==> src/sv/salru_pkg.sv <==
// Package with the geometry, row layout and helpers of the set-associative LRU tag cache.
`timescale 1ns / 1ps

package salru_pkg;

  localparam int SETS        = 64;
  localparam int WAYS        = 4;
  localparam int BLOCK_BYTES = 64;
  localparam int ADDR_BITS   = 64;

  function automatic int floor_log2(input int v);
    int r;
    r = 0;
    while (r < 31 && (64'(1) << (r + 1)) <= 64'(v)) begin
      r++;
    end
    return r;
  endfunction

  localparam int OFF_BITS = floor_log2(BLOCK_BYTES);
  localparam int IDX_BITS = floor_log2(SETS);
  localparam int NUM_ROWS = 1 << IDX_BITS;
  localparam int SET_W    = (IDX_BITS > 0) ? IDX_BITS : 1;
  localparam int TAG_RAW  = ADDR_BITS - OFF_BITS - IDX_BITS;
  localparam int TAG_W    = (TAG_RAW > 0) ? TAG_RAW : 1;
  localparam int WAY_W    = (WAYS > 1) ? $clog2(WAYS) : 1;

  typedef logic [TAG_W-1:0] tag_t;
  typedef logic [WAY_W-1:0] way_t;
  typedef logic [SET_W-1:0] set_t;

  // Position 0 of the order is the most recent way.
  typedef struct packed {
    logic [WAYS-1:0][TAG_W-1:0] tag;
    logic [WAYS-1:0]            valid;
    logic [WAYS-1:0][WAY_W-1:0] order;
  } row_t;

  typedef struct packed {
    logic hit;
    way_t way;
    logic replaced;
  } result_t;

  function automatic row_t reset_row();
    row_t r;
    r.tag   = '0;
    r.valid = '0;
    for (int j = 0; j < WAYS; j++) begin
      r.order[j] = WAY_W'(j);
    end
    return r;
  endfunction

endpackage

==> src/sv/salru_lookup.sv <==
// Tag compare, way selection and true LRU update of one cache set.
`timescale 1ns / 1ps

module salru_lookup (
  input  salru_pkg::row_t    row_i,
  input  salru_pkg::tag_t    tag_i,
  input  logic               is_write_i,
  output salru_pkg::result_t res_o,
  output salru_pkg::row_t    row_o
);

  logic             hit_found;
  logic             inv_found;
  salru_pkg::way_t  hit_way;
  salru_pkg::way_t  inv_way;
  salru_pkg::way_t  victim;
  salru_pkg::way_t  sel_way;
  logic [salru_pkg::WAY_W:0] pos;
  logic             pos_found;

  always_comb begin
    hit_found = 1'b0;
    inv_found = 1'b0;
    hit_way   = '0;
    inv_way   = '0;
    for (int w = 0; w < salru_pkg::WAYS; w++) begin
      if (!hit_found && row_i.tag[w] == tag_i && (is_write_i || row_i.valid[w])) begin
        hit_found = 1'b1;
        hit_way   = salru_pkg::WAY_W'(w);
      end
      if (!inv_found && !row_i.valid[w]) begin
        inv_found = 1'b1;
        inv_way   = salru_pkg::WAY_W'(w);
      end
    end

    victim = row_i.order[salru_pkg::WAYS-1];
    if (32'(victim) >= 32'(salru_pkg::WAYS)) begin
      victim = salru_pkg::WAY_W'(salru_pkg::WAYS - 1);
    end

    res_o.hit      = hit_found;
    res_o.replaced = !hit_found && !inv_found;
    if (hit_found) begin
      sel_way = hit_way;
    end else if (inv_found) begin
      sel_way = inv_way;
    end else begin
      sel_way = victim;
    end
    res_o.way = sel_way;

    row_o = row_i;
    row_o.valid[sel_way] = 1'b1;
    if (!hit_found) begin
      row_o.tag[sel_way] = tag_i;
    end

    // The way moves to the front; entries ahead of its old position shift back by one.
    pos       = (salru_pkg::WAY_W + 1)'(salru_pkg::WAYS - 1);
    pos_found = 1'b0;
    for (int p = 0; p < salru_pkg::WAYS - 1; p++) begin
      if (!pos_found && row_i.order[p] == sel_way) begin
        pos_found = 1'b1;
        pos       = (salru_pkg::WAY_W + 1)'(p);
      end
    end
    row_o.order[0] = sel_way;
    for (int i = 1; i < salru_pkg::WAYS; i++) begin
      if ((salru_pkg::WAY_W + 1)'(i) <= pos) begin
        row_o.order[i] = row_i.order[i-1];
      end else begin
        row_o.order[i] = row_i.order[i];
      end
    end
  end

endmodule

==> config.mk <==
export PLATFORM = sky130hd
export DESIGN_NAME = salru_lookup
export DESIGN_NICKNAME = d
export VERILOG_FILES = /design/src/sv/salru_pkg.sv /design/src/sv/salru_lookup.sv
export SDC_FILE = /design/constraint.sdc
export NUM_CORES = 1
export LEC_CHECK = 0
export ABC_AREA = 1
export ABC_CLOCK_PERIOD_IN_PS = 2600
export BUFFER_PORTS_ARGS = -buffer_cell sky130_fd_sc_hd__buf_2
export CAP_MARGIN = 15
export CORE_AREA = 2 2 194 196
export DETAILED_ROUTE_END_ITERATION = 6
export DIE_AREA = 0 0 196 198
export PLACE_DENSITY = 0.53
export SLEW_MARGIN = 20
export SYNTH_ARGS = -nofsm -noshare
export SYNTH_HDL_FRONTEND = slang
export SYNTH_SLANG_ARGS = --single-unit
==> constraint.sdc <==
create_clock -name vclk -period 2.6
set_input_delay 0.52 -clock vclk [all_inputs]
set_output_delay 0.52 -clock vclk [all_outputs]
set_load 0.005 [all_outputs]
* Word-level counts from Yosys, hierarchy flattened
Index checks and enable logic that the tools add are counted.
Cells by class: $lt $le $gt $ge 5, equal/unequal tests 7, muxes and demuxes 30, bitwise operators 1, reductions and logical operators 30
Operator list (number):
- bitwise mux 208 bit | 1
- equality test 52 bit | 4
- two-way mux 208 bit | 1
- demux 52 bit (select 2 bit) | 1
- two-way mux 52 bit | 1
- two-way mux 2 bit | 10
- logical AND 1 bit | 14
- two-way mux 1 bit | 13
- logical NOT 1 bit | 12
- equality test 2 bit | 3
- <= comparator 2 x 3 -> 1 bit, first input constant | 2
- two-way mux 3 bit | 2
- logical OR 1 bit | 4
- bitwise OR 4 bit | 1
- <= comparator 1 x 3 -> 1 bit, first input constant | 1
- less-than comparator 2 x 3 -> 1 bit, second input constant | 1
- demux 1 bit (select 2 bit) | 1
- greater-or-equal comparator 2 x 1 -> 1 bit, second input constant | 1
Storage, ports and cells: bits in registers 0, output and inout port bits 224, logic and storage cells 73

* Longest topological paths before layout
Gate-level depths: netlist of run 1.
depth in word-level cells 26, depth in mapped cells 21, gate-level depth less buffers 19

* Least setup slack after synthesis of run 1
No wires, ideal clock.
kind input to output, start input port tag_i[41], end output port row_o[116] (netlist bit), arrival time 2260 ps, data required time 2080 ps, slack -180 ps, stages 20, path buffers 3, cell sequence buf_2 -> inv_2 -> nand2_1 -> o21ai_0 -> nor2_1 -> nand2_1 -> nor2_1 -> nand2_1 -> nor2_1 -> nand2_1 -> nand2_4 -> nor2_8 -> nand2_4 -> nand2_8 -> inv_8 -> nor2_8 -> nand2_4 -> buf_6 -> buf_6 -> o21ai_2
RTL lines:
- start, declared | line salru_lookup.sv:6 | input salru_pkg::tag_t tag_i,
- end, declared | line salru_lookup.sv:9 | output salru_pkg::row_t row_o

==> results of run 1 <==
[power by group through the flow]
stage	clock, mW	sequential, mW	combinational, mW
floorplan	0	0	0.930
global placement	0	0	2.30
detailed placement	0	0	2.31
CTS	0	0	2.69
global route	0.000000154	0	3.29
finish	0.000000219	0	3.08
[layer usage]
layer	vias up	global-route usage	part of all wire
met1	5755	0.342	0.41
met3	156	0.0368	0.067
met2	610	0.488	0.47
met5	-	0	0.00015
met4	2	0.105	0.050
li1	6040	-	-
[kinds of logic after synthesis]
group | share of synthesized area
simple gates | 0.534
compound gates | 0.264
buf+inv | 0.184
xor+xnor | 0.0177
[worst max-delay path, cell delays in order]
cell	delay, ps
buf_8	100
inv_12	40
buf_12	120
nand2_1	40
o21ai_0	70
nor2_1	110
nand2_1	100
nor2_1	110
nand2_1	130
nor2_2	150
nand2_2	90
nand2_4	90
nor2_8	50
nand3_4	100
nand2_8	90
buf_12	140
inv_8	50
nand3_4	90
buf_4	180
buf_12	140
nand2_1	100
o21ai_1	70
buf_2	150
[stage by stage]
stage               worst slack, ps  hold WS, ps
detailed placement            -1190         1340
CTS                            -735         1340
floorplan                      -122         1120
finish                         -786         1330
global placement              -1270         1340
global route                   -886         1340
[area by class of cell]
class                      count  area (sq um)
tap                          474           593
multi-input combinational   1173          6670
fill                        4028         22200
timing repair buffer         849          6590
inverter                     198           931
antenna                        5          12.5
[path summary, 6_finish.rpt]
path                  start          to
setup / recovery  tag_i[17]  row_o[177]
hold / removal    row_i[42]   row_o[42]
[timing repair]
item | 4_1_cts | 5_1_grt
setup endpoints to repair | 224 | 224
gates resized for setup | 392 | 304
hold buffers | 0 | 0
pin swaps | 82 | 81
buffers inserted | 33 | 24
cloned | 8 | 21
[placed cells by master (no fill, tap or decap), drive strengths merged]
cell,n
a21boi,1
nor2,133
clkinv,1
o221ai,1
xnor2,10
inv,197
a21oi,3
clkbuf,16
nand2,692
o21ai,294
buf,833
nand4,5
diode,5
xor2,3
o22ai,9
nand3b,2
or2,1
nand3,19
==> results.toml, run 1 <==
[outcome]
status = "finished, violations left"
violations = "negative setup slack"

[routing]
route.detailed.wl_per_inst_um = 22.4
vias = 12600
viasPerCell = 4.65
ant_nets = 0
firstDrtPassIters = 5
drt_iter0_markers = 704
wl_um = 60300
drc = 0

[floorplan]
core_region_area_sq_um = 37000
die_area_sq_um = 38800
io_pins = 497
die_x_um = 196
start_util = 0.174
die_h_um = 198
std_cell_rows = 71

[power]
vdd_drop_max_v = 0.0000910
power_mw = 3.08
p_per_area_nw_per_um2 = 208
p_int_mw = 1.42
p_sw_mw = 1.66
pwr-share-clk = 0
seq_power_share = 0
p_comb_frac = 1.000
swShare = 0.539
p_leak_nw = 8.37

[place]
io_buffers = 497
dp_cells = 2613
dpl-instance-area_sq_um = 11500
post-dp-hpwl_um = 47700
place.gp.congestion = 0.916

[finish]
n_clock_buffer = 0
n_sequential_cell = 0
post-route-cell-area_sq_um = 14800
areaGrowthSynthToFinish_pct = 130
fin_util = 0.400
seq_area_sq_um = 0
layout-drive-gt1-share = 0.592
layout.nets = 2495
layoutNonFillerInstCount = 2699

[timing]
max_slew.worst_pin.slew_ps = 359
fin_crit_sh = 1.30
grt_setup_unrepaired = "true"
slew_violations = 0
post-route-min-period_ps = 3390
fmax_mhz = 295
finalSetupViolCount = 224
fin_ws_ps = -786
slew_headroom = 0.758
tns_ps = -149680
hold_violations = 0

[grt]
grt_pass1_vias = 11600
grt_overflow_total = 0
antenna_found_initial = 4
grt_max_degree = 52
grt_pass1_wl_um = 77700
grt_util_all_layers = 0.277

[setup_path]
critical_path_class = "primary input to output pin"
critPathMaxFanout = 7
required_ps = 2080
crit_path_end_kind = "output pin"
setup.worst_path.start_class = "primary input"
arrival_ps = 2870

[synth]
yosys_warnings = 0
syn-num-nets = 1694
synth_cell_types = 29
synth_area_leaders = "nand2_1, o21ai_1, inv_1"
synthCells = 1421
syn_area_sq_um = 6420
yosysSeqAreaShare = 0
synth_most_common_cell = "nand2_1"
syn_avg_cell_area_sq_um = 4.52
synth_common_cells = "nand2_1, o21ai_1, inv_1"
synth_top_area_cell = "nand2_1"
synth_top_area_share = 0.390

[hold_path]
hp-class = "primary input to output pin"
hold_depth = 4

[run]
drv_cap = 0
(Power assumes the default switching activity.)
==> run 2: changes to the inputs <==
GPL_TIMING_DRIVEN = 0   (was default)
==> run 2 against run 1 <==
- the run still ends with negative setup slack left
- combinational power is 6.8% lower
- non-clock buffer count fell by 242
- highest routed layer unchanged
- global-route usage increased by 4.1 points
- maximum frequency decreased by 0.67%
- critical path depth down 4
- total power fell by 7.1%
- largest power group unchanged
- first-iteration DRC count grew 28%
==> results.toml, run 2 (same netlist as run 1, synthesis figures left out) <==
[outcome]
status = "finished, violations left"
violations = "negative setup slack"

[floorplan]
die_h_um = 198
core_region_area_sq_um = 37000
std_cell_rows = 71
start_util = 0.174
die_area_sq_um = 38800
io_pins = 497
die_x_um = 196

[routing]
firstDrtPassIters = 7
drt_iter0_markers = 900
ant_nets = 0
vias = 12200
viasPerCell = 4.95
wl_um = 67100
route.detailed.wl_per_inst_um = 27.3
drc = 0

[power]
vdd_drop_max_v = 0.0000810
p_leak_nw = 7.16
p_per_area_nw_per_um2 = 220

[finish]
n_sequential_cell = 0
seq_area_sq_um = 0
areaGrowthSynthToFinish_pct = 103
final_common_cell = "nand2_1"
n_clock_buffer = 0
layout.nets = 2254
mostFrequentLayoutCells = "nand2_1, buf_2, inv_1"
fin_util = 0.352
layout-drive-gt1-share = 0.540
post-route-cell-area_sq_um = 13000

[grt]
grt_overflow_total = 0
grt_pass1_wl_um = 85400
grt_util_all_layers = 0.318
grt_max_degree = 12
grt_pass1_vias = 11000
antenna_found_initial = 4

[timing]
max_slew.worst_pin.slew_ps = 343
fin_ws_ps = -809
fin_crit_sh = 1.31
hold_violations = 0
post-route-min-period_ps = 3410
fmax_mhz = 293
slew_headroom = 0.771
grt_setup_unrepaired = "true"
finalSetupViolCount = 224
tns_ps = -158850
slew_violations = 0

[setup_path]
arrival_ps = 2890
critPathMaxFanout = 8
critical_path_class = "primary input to output pin"
crit_path_end_kind = "output pin"
required_ps = 2080
setup.worst_path.start_class = "primary input"

[run]
drv_cap = 0

[clock_network]
ctsHoldBuffers = 0

[place]
place.gp.congestion = 0.943
io_buffers = 496
dpl-instance-area_sq_um = 9620
post-dp-hpwl_um = 52400

[hold_path]
hp-class = "primary input to output pin"
run 2: cell count changes in the layout (fill, tap and decap cells not counted), sizes merged:
cell and delta:
buf -256, clkbuf +12, bufbuf +2, inv +1
run 2: metal layers:
metal / GRT usage / up-vias / wire length [um]
li1: - / 5578 / -
met1: 0.409 / 5811 / 27900
met2: 0.557 / 663 / 32200
met3: 0.0387 / 104 / 4900
met4: 0.0878 / 2 / 2170
met5: 0 / - / 7
run 2: cell type report:
class / instances / area (sq um)
diodes: 5 / 12.5
repair inverters: 1 / 6.26
plain buffers: 43 / 673
fillers: 4205 / 23900
multi-input cells: 1173 / 6910
well taps: 474 / 593
repair buffers: 564 / 3810
inverters: 198 / 1020
run 2: worst max-delay path, stage by stage:
cell	delay, ps
clkbuf_4	180
inv_6	80
nand2_1	60
o21ai_0	70
nor2_1	130
nand3_1	220
nor2_2	220
nand2_4	110
nand2_4	110
nor2_8	60
nand3_4	100
nand2_8	100
buf_6	130
nand3_4	110
buf_12	200
clkbuf_16	200
nand2_2	50
o21ai_1	80
buf_2	130
run 2: worst paths after layout:
kind	cells past startpoint	endpoint	startpoint	slack, ps
max	19	row_o[90]	tag_i[12]	-810
min	4	row_o[7]	row_i[7]	1320
run 2: where the power goes:
part,switching [mW],leakage [nW],internal [mW]
sequential,0,0,0
clock,0,0.0000317,0.000000258
combinational,1.73,7.16,1.14
total,1.73,7.16,1.14
run 2: per-stage QoR:
| step | std cells | setup slack [ps] | power (mW) | hold slack [ps] |
|---|---|---|---|---|
| after detailed placement | 2391 | -1860 | 2.12 | 1320 |
| after floorplan | 1421 | -122 | 0.930 | 1120 |
| after CTS | 2431 | -748 | 2.49 | 1320 |
| after global routing | 2454 | -902 | 3.02 | 1360 |
| after global placement | 2391 | -1840 | 2.12 | 1330 |
| final | 2458 | -809 | 2.87 | 1320 |
run 2: repair_timing:
action	CTS	global route
buffers inserted	32	18
gates resized for setup	426	366
cloned	8	14
setup endpoints to repair	224	224
pin swaps	64	74
==> run 3: changes to the inputs <==
TNS_END_PERCENT = 20   (was default)
==> run 3 against run 2 <==
- the run still ends with negative setup slack left
- combinational power decreased by 3%
- total power decreased by 2.6%
- design area decreased by 3.4%
- routed wire length about the same
- maximum frequency decreased by 1.7%
- first-iteration DRC count decreased by 4.7%
- non-clock buffer count increased by 8
- largest power group unchanged
==> results.toml, run 3 (same netlist as run 1, synthesis figures left out) <==
[finish]
areaGrowthSynthToFinish_pct = 95.9
fin_util = 0.340
n_clock_buffer = 0
seq_area_sq_um = 0
final_common_cell = "nand2_1"
n_sequential_cell = 0
layout-drive-gt1-share = 0.513
post-route-cell-area_sq_um = 12600
layoutNonFillerInstCount = 2463
mostFrequentLayoutCells = "nand2_1, buf_2, inv_1"
layout.nets = 2262

[grt]
grt_pass1_wl_um = 87600
grt_overflow_total = 0
grt_max_degree = 11
grt_pass1_vias = 11200
antenna_found_initial = 4
grt_util_all_layers = 0.325

[routing]
routed.top_layer = "met4"
firstDrtPassIters = 5
wl_met3_um = 5010
drt_iter0_markers = 858
wl_um = 67200
ant_nets = 0
wl_met2_um = 32000
vias = 12000
drc = 0
viasPerCell = 4.87
route.detailed.wl_per_inst_um = 27.3
wl_met1_um = 28100

[power]
p_int_mw = 1.10
seq_power_share = 0
p_comb_frac = 1.000
swShare = 0.604
vdd_drop_max_v = 0.0000692
p_sw_mw = 1.69
pwr-share-clk = 0
p_leak_nw = 7.03
p_per_area_nw_per_um2 = 222
power_mw = 2.79

[place]
place_ws_ps = -1830
io_buffers = 496
place.gp.congestion = 0.959
dp_cells = 2391
post-dp-hpwl_um = 52800
dpl-instance-area_sq_um = 9560

[floorplan]
io_pins = 497
die_h_um = 198
start_util = 0.174
std_cell_rows = 71
die_area_sq_um = 38800
core_region_area_sq_um = 37000
die_x_um = 196

[timing]
fin_ws_ps = -867
max_slew.worst_pin.slew_ps = 377
finalSetupViolCount = 224
tns_ps = -165980
hold_violations = 0
post-route-min-period_ps = 3470
grt_setup_unrepaired = "true"
fin_crit_sh = 1.33
fmax_mhz = 288
whs_ps = 1320
slew_headroom = 0.747
slew_violations = 0

[clock_network]
ctsHoldBuffers = 0

[setup_path]
critical_path_class = "primary input to output pin"
crit_path_end_kind = "output pin"
max_stage_delay_ps = 230
critPathMaxFanout = 10
cp_top_family = "buffers and inverters"
setup.worst_path.start_class = "primary input"
cp_slowest_cell = "a21boi_4"
arrival_ps = 2950
cp_num_buf_inv = 9
cp_cell_sequence = "buf_12 > inv_12 > buf_12 > nand2_4 > o21ai_4 > nor2_1 > nand2_1 > nor2_1 > nand2_1 > nor2_2 > nand2_2 > buf_6 > inv_4 > a21boi_4 > nand2_8 > buf_6 > nand3_4 > buf_12 > buf_16 > nand2_1 > o21ai_2 > buf_2"
required_ps = 2080

[outcome]
violations = "negative setup slack"
status = "finished, violations left"

[hold_path]
hp-class = "primary input to output pin"

[run]
drv_cap = 0
-- run 3: cell count changes in the layout (fill, tap and decap cells not counted), sizes merged --
| cell | before | now |
|---|---|---|
| diode | 5 | 2 |
| buf | 577 | 599 |
| inv | 198 | 196 |
| clkinv | 1 | 3 |
| bufbuf | 2 | 0 |
| clkbuf | 28 | 16 |
-- run 3: layout make-up --
class	instances	area [sq um]
Antenna cell	2	5.00
Buffer	50	818
Fill cell	4239	24400
Inverter	198	1080
Multi-Input combinational cell	1173	6360
Tap cell	474	593
Timing Repair Buffer	565	3720
Timing Repair inverter	1	8.76
-- run 3: what timing repair did --
item,CTS,global route
cloned,10,5
resized for setup,482,240
setup endpoints to repair,224,224
setup buffers,34,21
pin swaps,62,79
-- run 3: per-layer routing --
layer / vias to the layer above / GRT usage
met4: 0 / 0.0738
met3: 88 / 0.0446
met1: 5639 / 0.418
li1: 5602 / -
met5: - / 0
met2: 674 / 0.575
-- run 3: worst min-delay path, stage by stage --
cell     delay [ps]
buf_2            90
nand2_1          40
nand2_1          50
buf_2           100
-- run 3: worst paths after layout --
check,from,end,slack (ps),cells past startpoint
min,row_i[7],row_o[7],1320,4
max,tag_i[17],row_o[59],-870,22
-- run 3: power groups by stage --
stage | clock, mW | sequential (mW) | combinational, mW
finish | 0.000000103 | 0 | 2.79
global route | 0.000000103 | 0 | 2.95
CTS | 0 | 0 | 2.54
detailed placement | 0 | 0 | 2.13
global placement | 0 | 0 | 2.13
floorplan | 0 | 0 | 0.912
